<file path="src/hdl/assert_macros.svh">
// ----------------------------------------------------------------------------
// Assertion macros
// Shared assertion wrappers for the slice distance unit. They expand to
// nothing when SYNTHESIS is defined.
// ----------------------------------------------------------------------------
`ifndef ASSERT_MACROS_SVH
`define ASSERT_MACROS_SVH
`ifndef SYNTHESIS
// Full property, clocked and disabled while reset is active.
`define MSD_ASSERT(lbl, clk, rst_n, prop, msg) \
  lbl: assert property (@(posedge clk) disable iff (!rst_n) (prop)) else $error(msg);
// Overlapping implication from an antecedent to a consequent sequence.
`define MSD_ASSERT_IMPL(lbl, clk, rst_n, ante, cons, msg) \
  lbl: assert property (@(posedge clk) disable iff (!rst_n) (ante) |-> (cons)) else $error(msg);
`else
`define MSD_ASSERT(lbl, clk, rst_n, prop, msg)
`define MSD_ASSERT_IMPL(lbl, clk, rst_n, ante, cons, msg)
`endif
`endif

</file>
<file path="src/hdl/msd_pkg.sv">
`timescale 1ns / 1ps
// ----------------------------------------------------------------------------
// Slice distance package
// Widths, constants, the word passed along the cell row and the constant
// tables for the final scaling by a power of three.
// ----------------------------------------------------------------------------
package msd_pkg;

  // Basic sizes.
  localparam int unsigned ORDER     = 8;
  localparam int unsigned FRAC_BITS = 28;
  localparam int unsigned IN_W      = 32;
  localparam int unsigned DIST_W    = 34;
  localparam int unsigned LANES     = 4;

  // Derived widths.
  localparam int unsigned CW      = IN_W + 3;
  localparam int unsigned TW      = FRAC_BITS + 2;
  localparam int unsigned UW      = TW + 2;
  localparam int unsigned DMW     = FRAC_BITS;
  localparam int unsigned MAG_W   = FRAC_BITS + 1;
  localparam int unsigned PROD_W  = DMW + MAG_W;
  localparam int unsigned LVL_W   = $clog2(ORDER);
  localparam int unsigned SH_W    = $clog2(PROD_W);
  localparam int unsigned SAT_W   = (CW > DIST_W) ? CW : DIST_W;
  localparam int unsigned LATENCY = ORDER + 3;

  // Fixed-point constants.
  localparam logic [CW-1:0]        ONE_C      = CW'(1) << FRAC_BITS;
  localparam logic [CW-1:0]        HALF_C     = ONE_C >> 1;
  localparam logic [FRAC_BITS:0]   ONE_R      = (FRAC_BITS + 1)'(1) << FRAC_BITS;
  localparam logic [UW-1:0]        THREE_U    = UW'(3) << FRAC_BITS;
  localparam logic [UW-1:0]        SIX_U      = THREE_U << 1;
  localparam logic [SAT_W-1:0]     DIST_MAX_C = (SAT_W'(1) << DIST_W) - SAT_W'(1);

  // Word that travels down the cell row.
  typedef struct packed {
    logic                          resolved;
    logic                          hole;
    logic [LVL_W-1:0]              lvl;
    logic [DIST_W-1:0]             val;
    logic [LANES-1:0][TW-1:0]      t;
  } msd_word_t;

  typedef logic [ORDER-1:0][MAG_W-1:0] mag_tbl_t;
  typedef logic [ORDER-1:0][SH_W-1:0]  sh_tbl_t;

  // Reciprocal multipliers: ceil(2^s / 3^m) with s = FRAC_BITS + clog2(3^m).
  function automatic mag_tbl_t build_mag();
    mag_tbl_t          tbl;
    longint unsigned   p;
    longint unsigned   q;
    int                s;
    tbl = '0;
    for (int m = 1; m < ORDER; m++) begin
      p = 1;
      for (int k = 0; k < m; k++) begin
        p = p * 3;
      end
      s = FRAC_BITS + $clog2(p);
      q = 64'd1 << s;
      for (int k = 0; k < m; k++) begin
        q = q / 3;
      end
      tbl[m] = MAG_W'(q + 1);
    end
    return tbl;
  endfunction

  // Matching right shifts for each level.
  function automatic sh_tbl_t build_shift();
    sh_tbl_t           tbl;
    longint unsigned   p;
    tbl = '0;
    for (int m = 1; m < ORDER; m++) begin
      p = 1;
      for (int k = 0; k < m; k++) begin
        p = p * 3;
      end
      tbl[m] = SH_W'(FRAC_BITS + $clog2(p));
    end
    return tbl;
  endfunction

  localparam mag_tbl_t MAG_TBL   = build_mag();
  localparam sh_tbl_t  SHIFT_TBL = build_shift();

endpackage

</file>
<file path="src/hdl/msd_front.sv">
`timescale 1ns / 1ps
// ----------------------------------------------------------------------------
// Slice distance front end
// Shifts the point into the unit cube, forms the fourth coordinate and
// resolves points that lie outside the cube by their smallest excess.
// ----------------------------------------------------------------------------
module msd_front (
  input  logic                           clk_i,
  input  logic                           rst_ni,
  input  logic                           valid_i,
  input  logic signed [msd_pkg::IN_W-1:0] px_i,
  input  logic signed [msd_pkg::IN_W-1:0] py_i,
  input  logic signed [msd_pkg::IN_W-1:0] pz_i,
  output logic                           valid_o,
  output msd_pkg::msd_word_t             word_o
);

  localparam int unsigned EXT = msd_pkg::CW - msd_pkg::IN_W;

  logic                                          valid_a_q;
  logic [msd_pkg::LANES-1:0][msd_pkg::CW-1:0]    c_d, c_q;
  logic [msd_pkg::CW-1:0]                        sx, sy, sz;
  logic [msd_pkg::LANES-1:0]                     out_flag;
  logic [msd_pkg::LANES-1:0][msd_pkg::CW-1:0]    exc;
  logic [msd_pkg::CW-1:0]                        min01, min23, min_all;
  logic [msd_pkg::SAT_W-1:0]                     min_ext;
  logic                                          valid_d;
  msd_pkg::msd_word_t                            word_d;
  logic                                          valid_q;
  msd_pkg::msd_word_t                            word_q;

  // Sign-extend the inputs and form the four coordinates.
  always_comb begin
    sx = {{EXT{px_i[msd_pkg::IN_W-1]}}, px_i};
    sy = {{EXT{py_i[msd_pkg::IN_W-1]}}, py_i};
    sz = {{EXT{pz_i[msd_pkg::IN_W-1]}}, pz_i};
    c_d[0] = sx + msd_pkg::HALF_C;
    c_d[1] = sy + msd_pkg::HALF_C;
    c_d[2] = sz + msd_pkg::HALF_C;
    c_d[3] = msd_pkg::ONE_C + sx - sy - sz;
  end

  // First stage register.
  always_ff @(posedge clk_i or negedge rst_ni) begin
    if (!rst_ni) begin
      valid_a_q <= 1'b0;
    end else begin
      valid_a_q <= valid_i;
    end
  end

  always_ff @(posedge clk_i) begin
    c_q <= c_d;
  end

  // Out-of-range excess per coordinate; lanes in range read as all ones.
  always_comb begin
    for (int i = 0; i < msd_pkg::LANES; i++) begin
      if (c_q[i][msd_pkg::CW-1]) begin
        out_flag[i] = 1'b1;
        exc[i]      = -c_q[i];
      end else if (c_q[i] > msd_pkg::ONE_C) begin
        out_flag[i] = 1'b1;
        exc[i]      = c_q[i] - msd_pkg::ONE_C;
      end else begin
        out_flag[i] = 1'b0;
        exc[i]      = '1;
      end
    end
    min01   = (exc[1] < exc[0]) ? exc[1] : exc[0];
    min23   = (exc[3] < exc[2]) ? exc[3] : exc[2];
    min_all = (min23 < min01) ? min23 : min01;
    min_ext = msd_pkg::SAT_W'(min_all);
  end

  // Build the word for the first cell.
  always_comb begin
    valid_d         = valid_a_q;
    word_d.resolved = |out_flag;
    word_d.hole     = 1'b0;
    word_d.lvl      = msd_pkg::LVL_W'(1);
    if (!(|out_flag)) begin
      word_d.val = '0;
    end else if (min_ext > msd_pkg::DIST_MAX_C) begin
      word_d.val = msd_pkg::DIST_W'(msd_pkg::DIST_MAX_C);
    end else begin
      word_d.val = msd_pkg::DIST_W'(min_ext);
    end
    for (int i = 0; i < msd_pkg::LANES; i++) begin
      word_d.t[i] = c_q[i][msd_pkg::TW-1:0];
    end
  end

  // Second stage register.
  always_ff @(posedge clk_i or negedge rst_ni) begin
    if (!rst_ni) begin
      valid_q <= 1'b0;
    end else begin
      valid_q <= valid_d;
    end
  end

  always_ff @(posedge clk_i) begin
    word_q <= word_d;
  end

  assign valid_o = valid_q;
  assign word_o  = word_q;

endmodule

</file>
<file path="config.mk">
export PLATFORM = sky130hd
export DESIGN_NAME = msd_front
export DESIGN_NICKNAME = d
export VERILOG_FILES = /design/src/hdl/assert_macros.svh /design/src/hdl/msd_pkg.sv /design/src/hdl/msd_front.sv
export SDC_FILE = /design/constraint.sdc
export NUM_CORES = 1
export LEC_CHECK = 0
export ABC_AREA = 1
export BUFFER_PORTS_ARGS = -buffer_cell sky130_fd_sc_hd__buf_2
export CORE_ASPECT_RATIO = 1.1
export CORE_MARGIN = 2
export CORE_UTILIZATION = 55
export DETAILED_ROUTE_END_ITERATION = 16
export PLACE_DENSITY = 0.78
export SLEW_MARGIN = 20
export SYNTH_ARGS = -nofsm -noshare
export SYNTH_HDL_FRONTEND = slang
export SYNTH_SLANG_ARGS = --single-unit
</file>
<file path="constraint.sdc">
create_clock -name clk_i -period 8.3 [get_ports clk_i]
set_input_delay 1.66 -clock clk_i [delete_from_list [all_inputs] [get_ports clk_i]]
set_output_delay 1.66 -clock clk_i [all_outputs]
set_load 0.05 [all_outputs]
</file>
After elaboration in Yosys (flattened, before gate mapping)
Cells that the tools add are included.
{"block": "classes", "addsub": 14, "n_lt_le_gt_ge": 8, "n_mux": 20, "reduce_logical": 1}
{"cell": "$mux W35", "n": 11}
{"cell": "$gt A35 B29 Y1 const B", "n": 4}
{"cell": "$neg A35 Y35", "n": 4}
{"cell": "$lt A35 B35 Y1", "n": 3}
{"cell": "$sub A33 B30 Y34 const B", "n": 3}
{"cell": "$add A32 B29 Y33 const B", "n": 3}
{"cell": "$gt A35 B34 Y1 const B", "n": 1}
{"cell": "$sub A34 B32 Y35", "n": 1}
{"cell": "$sub A35 B29 Y35 const B", "n": 1}
{"cell": "$mux W34", "n": 1}
{"cell": "$sub A33 B32 Y34", "n": 1}
{"cell": "$add A30 B32 Y33 const A", "n": 1}
{"cell": "$mux W1", "n": 8}
{"cell": "$reduce_or A4 Y1", "n": 1}
{"block": "word_totals", "ff_bits": 291, "inputBits": 99, "output_inout_bits": 160, "word_cells": 55}

Logic depth before layout (Yosys ltp)
Gate-level depths: netlist of the first run.
{"block": "depth", "word_depth": 9, "mapped_depth": 43, "mapped_depth_nobuf": 40}

Worst setup path before layout of the first run
Ideal clock, no wire load.
{"block": "synth_path", "kind": "register -> register", "startpoint": "reg c_q[72] in the netlist's numbering", "endpoint": "reg word_q (netlist bit word_o[123])", "setup_time_ns": 0.143, "arrival_time_ns": 5.721, "required_ns": 8.157, "slack_ns": 2.436, "path_stages_with_launch": 39, "n_path_buf": 3, "synth_period_minus_slack_ns": 5.864, "cell_sequence": "dfxtp_1 > nor2_1 > nand4_1 > nor3_2 > nand2_1 > nor3_1 > nand3_1 > nor2_1 > nand2_1 > nor3_1 > nand2_1 > nor2_2 > nand3_1 > nor2_1 > o21ai_1 > ha_1 > nand4_1 > or3_1 > [... 3 more ...] > inv_2 > buf_4 > buf_2 > nand2_1 > o21a_1 > inv_1 > ha_1 > nand2_1 > nor3_1 > nor4b_1 > nand2_1 > nor4_1 > nand2_4 > nand2_4 > nand2_4 > nand2_4 > buf_6 > a21oi_2"}
{"block": "synth_between", "elab_chain_cells": 9, "elab_cells_between_ends": 14, "classes_between": "add/sub: 2; order compare: 4; mux: 7; reduce/logical: 1"}
{"item": "start: declaration", "line_no": "msd_front.sv:21", "text": "logic [msd_pkg::LANES-1:0][msd_pkg::CW-1:0] c_d, c_q;"}
{"item": "start signal: assignment", "line_no": "msd_front.sv:53", "text": "c_q <= c_d;"}
{"item": "$sub A33 B30 Y34 or $gt A35 B29 Y1 (tied branches)", "line_no": "msd_front.sv:64, msd_front.sv:62"}
{"item": "$mux W35", "line_no": "msd_front.sv:62", "text": "end else if (c_q[i] > msd_pkg::ONE_C) begin"}
{"item": "$mux W35", "line_no": "msd_front.sv:59", "text": "if (c_q[i][msd_pkg::CW-1]) begin"}
{"item": "$lt A35 B35 Y1", "line_no": "msd_front.sv:71", "text": "min23 = (exc[3] < exc[2]) ? exc[3] : exc[2];"}
{"item": "$mux W35", "line_no": "msd_front.sv:71"}
{"item": "$lt A35 B35 Y1", "line_no": "msd_front.sv:72", "text": "min_all = (min23 < min01) ? min23 : min01;"}
{"item": "$mux W35", "line_no": "msd_front.sv:72"}
{"item": "$gt A35 B34 Y1", "line_no": "msd_front.sv:84", "text": "end else if (min_ext > msd_pkg::DIST_MAX_C) begin"}
{"item": "$mux W34", "line_no": "msd_front.sv:84"}
{"item": "end signal: assignment", "line_no": "msd_front.sv:104", "text": "word_q <= word_d;"}
{"item": "end: declaration", "line_no": "msd_front.sv:30", "text": "msd_pkg::msd_word_t word_q;"}
Parallel ways exist; a longest one is shown, timed or not.
A chain may end at the register's enable or synchronous reset.

Worst setup path after layout of the first run
{"block": "layout_path", "startpoint": "reg c_q[2] in the netlist's numbering", "endpoint": "reg word_q (netlist bit word_o[125])"}
{"block": "layout_between", "elab_chain_cells": 9, "elab_cells_between_ends": 14, "classes_between": "add/sub: 2; order compare: 4; mux: 7; reduce/logical: 1"}
{"item": "$sub A33 B30 Y34 or $gt A35 B29 Y1 (tied branches)", "line_no": "msd_front.sv:64, msd_front.sv:62"}
{"item": "$mux W35", "line_no": "msd_front.sv:62"}
{"item": "$mux W35", "line_no": "msd_front.sv:59"}
{"item": "$lt A35 B35 Y1", "line_no": "msd_front.sv:70", "text": "min01 = (exc[1] < exc[0]) ? exc[1] : exc[0];"}
{"item": "$mux W35", "line_no": "msd_front.sv:70"}
{"item": "$lt A35 B35 Y1", "line_no": "msd_front.sv:72"}
{"item": "$mux W35", "line_no": "msd_front.sv:72"}
{"item": "$gt A35 B34 Y1", "line_no": "msd_front.sv:84"}
{"item": "$mux W34", "line_no": "msd_front.sv:84"}
Parallel ways exist; a longest one is shown, timed or not.

==> impl_metrics.env, run 1 <==
export IMPL_hold_ws_ns=0.354
export IMPL_drcViolationCount=0
export IMPL_ant_nets=0
export IMPL_nets=2698
export IMPL_tightest_slew_ns=0.738
export IMPL_grt_pass1_vias=14363
export IMPL_overflow=0
export IMPL_dieArea_um2=32000
export IMPL_cts_buffers_inserted=29
export IMPL_worstSkewPairLatency_ns=0.60
export IMPL_required_ns=8.75
export IMPL_routed_wl_um=51700
export IMPL_hold_buffers=0
export IMPL_antenna_found_initial=0
export IMPL_synth_ff_type="dfxtp_1"
export IMPL_reg2reg_depth=36
export IMPL_cp_start_kind="flip-flop"
export IMPL_grt_start_max_net_pins=67
export IMPL_clockBufferDepth=3
export IMPL_die_h_um=187
export IMPL_critPathMaxFanout=66
export IMPL_min_from="valid_a_q"
export IMPL_hold_depth=0
export IMPL_cp_arrival_ns=8.05
export IMPL_r2r_setup_slack_ns=0.70
export IMPL_cts_tree="yes"
export IMPL_gp_congestion=0.996
export IMPL_cp_common_cell="nand2_1"
export IMPL_cts_clk_slew_worst_paths_ns=0.07
export IMPL_ys_seq_area_share_pct=34.7
export IMPL_cts_resized=0
export IMPL_synth_distinct_cells=60
export IMPL_cts_root_buf="clkbuf_16"
export IMPL_fmax_mhz=132
export IMPL_first_pass_iters=7
export IMPL_slowest_delay_ns=0.39
export IMPL_crit_type="reg2reg"
export IMPL_powerDensity_nw_per_um2=401
export IMPL_setup_violations=0
export IMPL_yosysWarnings=0
export IMPL_dp_hpwl_um=41800
export IMPL_period_needed_ns=7.60
export IMPL_cts_sinks=291
export IMPL_ir_worst_vdd_uv=333
export IMPL_vias=15392
export IMPL_hold_path_class="reg2reg"
export IMPL_worst_hold_path_endpoint="valid_o"
export IMPL_finalHoldViolCount=0
export IMPL_syn_inst=2135
export IMPL_grt_use_total_pct=31.4
export IMPL_worstReg2RegEnd="word_o[125]"
export IMPL_syn_avg_cell_area_um2=7.88
export IMPL_r2r_start="c_q[2]"
export IMPL_die_width_um=171
export IMPL_num_antenna_cells=0
export IMPL_dr_first_iter_drc_count=1208
export IMPL_slowest_stage="nor3_1"
export IMPL_ys_seq_elements=291
export IMPL_relSlewSlack_pct=50.3
export IMPL_portBuffers=254
export IMPL_fp_coreArea_um2=30300
export IMPL_min_period_over_period_pct=91.6
export IMPL_fin_skew_ns=0.0420
export IMPL_drive_above_1_share_pct=17.5
export IMPL_core_rowCount=67
export IMPL_maxCapViolations=0
export IMPL_grt_pass1_wl_um=77200
export IMPL_io_pins=259
export IMPL_outcome="complete, no violations"
export IMPL_htreeDepth=1
export IMPL_start_util_pct=55.6
export IMPL_slew_violations=0
export IMPL_mappedNetlistArea_um2=16800
export IMPL_synth_edf_count=0
export IMPL_async_flop_share_pct=0.687
export IMPL_placed_cell_area_um2=18500
export IMPL_setup_tns_ns=0
export IMPL_leakage_nw=9.71
export IMPL_post_cts_setup_buffers=0
export IMPL_design_area_um2=19500
export IMPL_area_growth_pct=16.1
export IMPL_vias_per_cell=5.46
export IMPL_wl_per_cell_um=18.3
export IMPL_endpoint_kind="flip-flop"
==> metrics by stage <==
step	util (%)	setup WS, ns	instances	power (mW)
3_5_place_dp	61.1	0.343	2766	6.39
4_1_cts	64.4	0.268	2820	7.79
5_1_grt	64.5	-0.0338	2820	8.36
6_report	64.5	0.699	2820	7.82
3_3_place_gp	61.1	0.691	2766	6.29
2_1_floorplan	-	2.44	2137	5.34
==> cells in the final DEF (no fill, tap or decap), types with 5 or more instances in the layout <==
cell type  Yosys  final
o22ai_1        6      6
o21ai_0      169    169
fa_1          33     33
o21a_1        17     17
dfxtp_1      289    289
inv_1        262    262
nor2_1       178    178
o21ai_1       13     13
nor2_2         7      7
o211ai_1       5      5
clkbuf_16      0     29
buf_2         18    254
a21oi_2       30     30
xor2_1        57     57
nand3b_1       8      8
a21o_1         7      7
nor3_1        49     49
xnor2_1       17     17
mux2i_1        5      5
nand2_4        5      5
o31ai_1       13     13
clkinv_2       0      8
nor3_2         9      9
nand4_1       32     32
inv_2         11     11
o221ai_1       6      6
a21oi_1      111    111
nand3_1      101    101
nand2_1      374    374
ha_1         183    183
a211oi_1      13     13
clkbuf_8       0      5
or2_2         17     17
buf_4          5     16
nor4_1         9      8
==> cells by family after synthesis <==
group	after synthesis	synth area share, %
mux	6	0.365
fa+ha+maj	216	17.5
compound gates	408	14.2
flops	291	34.7
xor+xnor	74	3.85
simple gates	805	21.3
other cells	2	0.0447
buf+inv	333	7.95
==> cell type report <==
cell class | count | area, µm²
Fill cell | 2656 | 10700
Tap cell | 414 | 518
Sequential cell | 291 | 5840
Clock inverter | 18 | 204
Inverter | 276 | 1040
Multi-Input combinational cell | 1513 | 9700
Clock buffer | 36 | 802
Timing Repair Buffer | 272 | 1420
==> Yosys cell counts, types with 7 or more instances <==
cell / number / area, µm²
nand2_1: 374 / 1400
dfxtp_1: 289 / 5790
inv_1: 262 / 983
ha_1: 183 / 2290
nor2_1: 178 / 668
o21ai_0: 169 / 846
a21oi_1: 111 / 556
nand3_1: 101 / 505
xor2_1: 57 / 499
nor3_1: 49 / 245
fa_1: 33 / 661
nand4_1: 32 / 200
a21oi_2: 30 / 263
clkbuf_1: 25 / 93.8
buf_2: 18 / 90.1
o21a_1: 17 / 128
or2_2: 17 / 106
xnor2_1: 17 / 149
a211oi_1: 13 / 97.6
o21ai_1: 13 / 65.1
o31ai_1: 13 / 97.6
inv_2: 11 / 41.3
nor3_2: 9 / 90.1
nor4_1: 9 / 56.3
nand3b_1: 8 / 60.1
a21o_1: 7 / 52.6
nor2_2: 7 / 43.8
==> where the power goes <==
part	total [mW]	leakage, nW	switching, mW	internal (mW)
combinational	4.49	6.75	3.04	1.45
sequential	1.95	2.46	0.225	1.73
clock	1.37	0.496	0.582	0.788
total	7.82	9.71	3.85	3.97
==> how the worst max path moves through the flow <==
stage          startpoint     endpoint  slack, ns  cells after the start
5_1_grt            c_q[2]  word_o[129]      -0.03                     37
6_report           c_q[2]  word_o[125]       0.70                     36
3_3_place_gp      c_q[37]  word_o[132]       0.69                     38
2_1_floorplan     c_q[72]  word_o[123]       2.44                     38
4_1_cts            c_q[2]  word_o[125]       0.27                     36
3_5_place_dp       c_q[2]  word_o[125]       0.34                     36
==> state kept, by name, summed over array words and instances, names as in the netlist <==
| signal | cells |
|---|---|
| valid_o | 1 |
| word_o | 155 |
| valid_a_q | 1 |
| c_q | 134 |
==> metal layers <==
metal	global-route usage (%)	vias up	wire, µm
met2	51.5	715	23700
li1	-	7575	-
met1	39.1	6970	20800
met5	0	-	0
met4	19.5	0	3440
met3	3.64	132	3750
==> worst max-delay path: cells and delay by family (launching register included) <==
| kind | cells | cell delay, ns |
|---|---|---|
| simple gates | 26 | 5.05 |
| buf+inv | 4 | 0.93 |
| fa+ha+maj | 2 | 0.60 |
| flops | 1 | 0.35 |
| compound gates | 3 | 0.30 |
| xor+xnor | 1 | 0.20 |
Power figures use the tool's default switching activity.
==> run 2, diff against run 1 <==
--- a/config.mk
+++ b/config.mk
@@ -8,7 +8,6 @@
 export ABC_AREA = 1
 export BUFFER_PORTS_ARGS = -buffer_cell sky130_fd_sc_hd__buf_2
 export CORE_ASPECT_RATIO = 1.1
-export CORE_MARGIN = 2
 export CORE_UTILIZATION = 55
 export DETAILED_ROUTE_END_ITERATION = 16
 export PLACE_DENSITY = 0.78
==> impl_metrics.env, run 2 (synthesis results as in run 1) <==
export IMPL_min_from="c_q[99]"
export IMPL_drive_above_1_share_pct=17.8
export IMPL_slew_violations=0
export IMPL_powerDensity_nw_per_um2=405
export IMPL_num_antenna_cells=0
export IMPL_tightest_slew_ns=0.960
export IMPL_switching_share_pct=48.9
export IMPL_fin_skew_ns=0.0141
export IMPL_cts_tree="yes"
export IMPL_grt_use_total_pct=32.9
export IMPL_worstReg2RegEnd="word_o[120]"
export IMPL_wl_per_cell_um=18.5
export IMPL_p_clk_share_pct=18.4
export IMPL_layout_commonest_cell="nand2_1"
export IMPL_cp_start_kind="flip-flop"
export IMPL_cp_arrival_ns=8.10
export IMPL_seq_power_share_pct=24.6
export IMPL_antenna_found_initial=0
export IMPL_overflow=0
export IMPL_largest_register_ffs=155
export IMPL_p_switching_mw=3.88
export IMPL_start_util_pct=56.4
export IMPL_vias=15512
export IMPL_worst_hold_path_endpoint="word_o[89]"
export IMPL_r2r_start="c_q[2]"
export IMPL_fmax_mhz=131
export IMPL_drcViolationCount=0
export IMPL_maxCapViolations=0
export IMPL_cts_root_buf="clkbuf_16"
export IMPL_first_pass_iters=5
export IMPL_p_int_mw=4.06
export IMPL_gp_congestion=0.989
export IMPL_critPathMaxFanout=33
export IMPL_nets=2703
export IMPL_dr_first_iter_drc_count=1290
export IMPL_die_width_um=169
export IMPL_cts_resized=0
export IMPL_io_pins=259
export IMPL_setup_tns_ns=0
export IMPL_cts_clk_slew_worst_paths_ns=0.07
export IMPL_post_cts_setup_buffers=0
export IMPL_hold_depth=0
export IMPL_cts_buffers_inserted=30
export IMPL_vias_per_cell=5.50
export IMPL_hold_ws_ns=0.362
export IMPL_crit_type="reg2reg"
export IMPL_fp_coreArea_um2=29800
export IMPL_setup_violations=0
export IMPL_htreeDepth=1
export IMPL_leakage_nw=9.76
export IMPL_ant_nets=0
export IMPL_worstSkewPairLatency_ns=0.56
export IMPL_grt_pass1_wl_um=78800
export IMPL_required_ns=8.78
export IMPL_endpoint_kind="flip-flop"
export IMPL_clockBufferDepth=3
export IMPL_cp_common_cell="nand2_1"
export IMPL_reg2reg_depth=34
export IMPL_dieArea_um2=31300
export IMPL_routed_wl_um=52100
export IMPL_hold_buffers=0
export IMPL_relSlewSlack_pct=35.7
export IMPL_crit_start="c_q[2]"
export IMPL_die_h_um=185
export IMPL_multi_input_area_um2=9710
export IMPL_core_rowCount=66
export IMPL_period_needed_ns=7.62
export IMPL_r2r_setup_slack_ns=0.68
export IMPL_hold_path_class="reg2reg"
export IMPL_pwr_share_comb_pct=56.9
export IMPL_rsz0062_at_grt="false"
export IMPL_area_growth_pct=16.7
export IMPL_ir_worst_vdd_uv=404
export IMPL_outcome="complete, no violations"
export IMPL_min_period_over_period_pct=91.8
export IMPL_slowest_delay_ns=0.54
export IMPL_grt_pass1_vias=14455
export IMPL_grt_start_max_net_pins=35
export IMPL_slowest_stage="o21ai_0"
export IMPL_dp_hpwl_um=42100
export IMPL_cts_sinks=291
export IMPL_finalHoldViolCount=0
export IMPL_portBuffers=254
export IMPL_ff_latch_area_um2=5840
export IMPL_final_fill_count=2594
export IMPL_final_cell_mix="nand2_1, dfxtp_1, inv_1"
## run 2: cell count changes in the layout (fill, tap and decap cells not counted), moves of 2 or more
cell        previous run  this run
buf_4                 16        22
bufinv_16              3         5
clkbuf_16             29        31
clkinv_4               1         4
clkinvlp_4             3         1
inv_8                  2         0
## run 2: layer usage
| metal | wire, µm | part of all wire [%] | GRT usage [%] | vias up |
|---|---|---|---|---|
| met2 | 24300 | 47 | 55.5 | 659 |
| met4 | 3130 | 6.0 | 19.0 | 0 |
| met1 | 21500 | 41 | 40.7 | 7120 |
| met5 | 0 | 0 | 0 | - |
| li1 | - | - | - | 7589 |
| met3 | 3230 | 6.2 | 3.72 | 144 |
## run 2: cell type report
| type | count | share of cell area [%] |
|---|---|---|
| Multi-Input combinational cell | 1513 | 49.5 |
| Sequential cell | 291 | 29.7 |
| Timing Repair Buffer | 276 | 7.32 |
| Inverter | 276 | 5.28 |
| Clock buffer | 37 | 4.32 |
| Tap cell | 408 | 2.60 |
| Clock inverter | 18 | 1.21 |
## run 2: how the worst max path moves through the flow
stage | to | slack [ns]
after global routing | word_o[120] | 0.09
after CTS | word_o[120] | 0.23
after detailed placement | word_o[120] | 0.33
after floorplan | word_o[123] | 2.44
final | word_o[120] | 0.68
after global placement | word_o[152] | 0.48
## run 2: worst max-delay path: cells and delay by family, from the launching register on
family / cells / cell delay [ns]
fa+ha+maj: 2 / 0.61
simple gates: 18 / 2.98
compound gates: 11 / 2.82
buf+inv: 2 / 0.58
xor+xnor: 1 / 0.19
flops: 1 / 0.36
## run 2: power groups by stage
stage,logic [mW],registers [mW],clock network [mW]
finish,4.52,1.96,1.47
global route,4.95,1.98,1.53
CTS,4.46,1.95,1.47
detailed placement,4.43,1.97,0
global placement,4.36,1.97,0
floorplan,2.84,2.50,0
## run 2: metrics by stage
stage          instance area, µm²  cells  util [%]  power [mW]  setup WS [ns]
2_1_floorplan               16800   2137         -        5.34           2.44
3_3_place_gp                18500   2764      62.0        6.33          0.480
3_5_place_dp                18500   2764      62.0        6.40          0.328
4_1_cts                     19600   2819      65.7        7.88          0.230
5_1_grt                     19600   2819      65.8        8.47         0.0868
6_report                    19600   2819      65.8        7.95          0.679
==> run 3, diff against run 2 <==
--- a/config.mk
+++ b/config.mk
@@ -10,7 +10,9 @@
 export CORE_ASPECT_RATIO = 1.1
 export CORE_UTILIZATION = 55
 export DETAILED_ROUTE_END_ITERATION = 16
+export MAX_ROUTING_LAYER = met4
 export PLACE_DENSITY = 0.78
+export SKIP_CTS_REPAIR_TIMING = 1
 export SLEW_MARGIN = 20
 export SYNTH_ARGS = -nofsm -noshare
 export SYNTH_HDL_FRONTEND = slang
==> impl_metrics.env, run 3 (synthesis results as in run 1) <==
export IMPL_required_ns=8.80
export IMPL_hold_path_class="reg2reg"
export IMPL_area_growth_pct=16.8
export IMPL_fin_skew_ns=0.0239
export IMPL_finalPower_mw=8.01
export IMPL_min_period_over_period_pct=90.2
export IMPL_setup_ws_ns=0.815
export IMPL_grt_use_total_pct=34.1
export IMPL_core_rowCount=66
export IMPL_worstReg2RegEnd="word_o[121]"
export IMPL_critPathMaxFanout=33
export IMPL_vias_per_cell=5.50
export IMPL_die_width_um=169
export IMPL_ir_worst_vdd_uv=435
export IMPL_reg2reg_depth=37
export IMPL_clockBufferDepth=3
export IMPL_nets=2702
export IMPL_antenna_found_initial=0
export IMPL_slowest_delay_ns=0.37
export IMPL_endpoint="word_o[121]"
export IMPL_finalHoldViolCount=0
export IMPL_ant_nets=0
export IMPL_period_needed_ns=7.48
export IMPL_layout_commonest_cell="nand2_1"
export IMPL_r2r_setup_slack_ns=0.82
export IMPL_cts_root_buf="clkbuf_16"
export IMPL_grt_pass1_wl_um=79100
export IMPL_slew_violations=0
export IMPL_setup_violations=0
export IMPL_dieArea_um2=31300
export IMPL_endpoint_kind="flip-flop"
export IMPL_cts_clk_slew_worst_paths_ns=0.07
export IMPL_cp_arrival_ns=7.99
export IMPL_cp_common_cell="nand2_1"
export IMPL_maxCapViolations=0
export IMPL_place_ws_ns=0.588
export IMPL_gp_congestion=1.01
export IMPL_portBuffers=254
export IMPL_grt_start_max_net_pins=35
export IMPL_leakage_nw=9.77
export IMPL_dp_cells=2763
export IMPL_overflow=0
export IMPL_crit_type="reg2reg"
export IMPL_vias=15501
export IMPL_cts_tree="yes"
export IMPL_cts_sinks=291
export IMPL_die_h_um=185
export IMPL_instances_no_fill=2819
export IMPL_num_antenna_cells=0
export IMPL_tightest_slew_ns=1.00
export IMPL_dr_first_iter_drc_count=1340
export IMPL_worstSkewPairLatency_ns=0.59
export IMPL_cts_buffers_inserted=30
export IMPL_rsz0062_at_grt="false"
export IMPL_powerDensity_nw_per_um2=408
export IMPL_routed_wl_um=52200
export IMPL_relSlewSlack_pct=32.9
export IMPL_grt_pass1_vias=14592
export IMPL_drcViolationCount=0
export IMPL_fp_coreArea_um2=29800
export IMPL_r2r_start="c_q[37]"
export IMPL_wl_per_cell_um=18.5
export IMPL_outcome="complete, no violations"
export IMPL_start_util_pct=56.4
export IMPL_htreeDepth=1
export IMPL_drive_above_1_share_pct=17.6
export IMPL_crit_start="c_q[37]"
export IMPL_final_cell_mix="nand2_1, dfxtp_1, inv_1"
export IMPL_dp_hpwl_um=42400
export IMPL_cp_start_kind="flip-flop"
export IMPL_fmax_mhz=134
export IMPL_first_pass_iters=6
export IMPL_io_pins=259
export IMPL_setup_tns_ns=0
export IMPL_slowest_stage="nor4b_2"
export IMPL_largest_register_ffs=155
-- run 3: layout make-up --
cell class,count,area [µm²]
fillers,2546,10200
multi-input cells,1513,9690
flip-flops and latches,291,5840
repair buffers,275,1430
inverters,276,1040
clock buffers,40,858
well taps,408,510
clock inverters,16,285
-- run 3: how the worst min path moves through the flow --
stage	from	endpoint	slack [ns]	depth (start not counted)
after global routing	c_q[99]	word_o[89]	0.35	0
after global placement	valid_a_q	valid_o	0.34	0
after CTS	c_q[99]	word_o[89]	0.34	0
final	c_q[99]	word_o[89]	0.34	0
after floorplan	valid_a_q	valid_o	0.33	0
after detailed placement	valid_a_q	valid_o	0.35	0
-- run 3: layer usage --
layer  wire [µm]  track usage (%)
met5           0                -
met4        3230             19.6
met3        3750             3.78
met2       24400             56.8
met1       20800             39.9
-- run 3: power by group --
group	leakage, nW	total [mW]	internal [mW]	switching (mW)
sequential	2.46	1.95	1.73	0.221
combinational	6.75	4.52	1.46	3.06
clock	0.563	1.54	0.948	0.592
-- run 3: stage by stage --
stage	hold WS (ns)	instance area [µm²]	utilization, %
after CTS	0.343	19600	65.8
after global routing	0.353	19600	65.9
after global placement	0.344	18500	62.0
after floorplan	0.331	16800	-
final	0.343	19600	65.9
after detailed placement	0.346	18500	62.0
-- run 3: worst max-delay path: cells and delay by family, from the launching register on --
| kind | cells | cell delay [ns] |
|---|---|---|
| compound gates | 5 | 0.69 |
| fa+ha+maj | 2 | 0.60 |
| buf+inv | 5 | 0.74 |
| flops | 1 | 0.35 |
| simple gates | 25 | 5.00 |
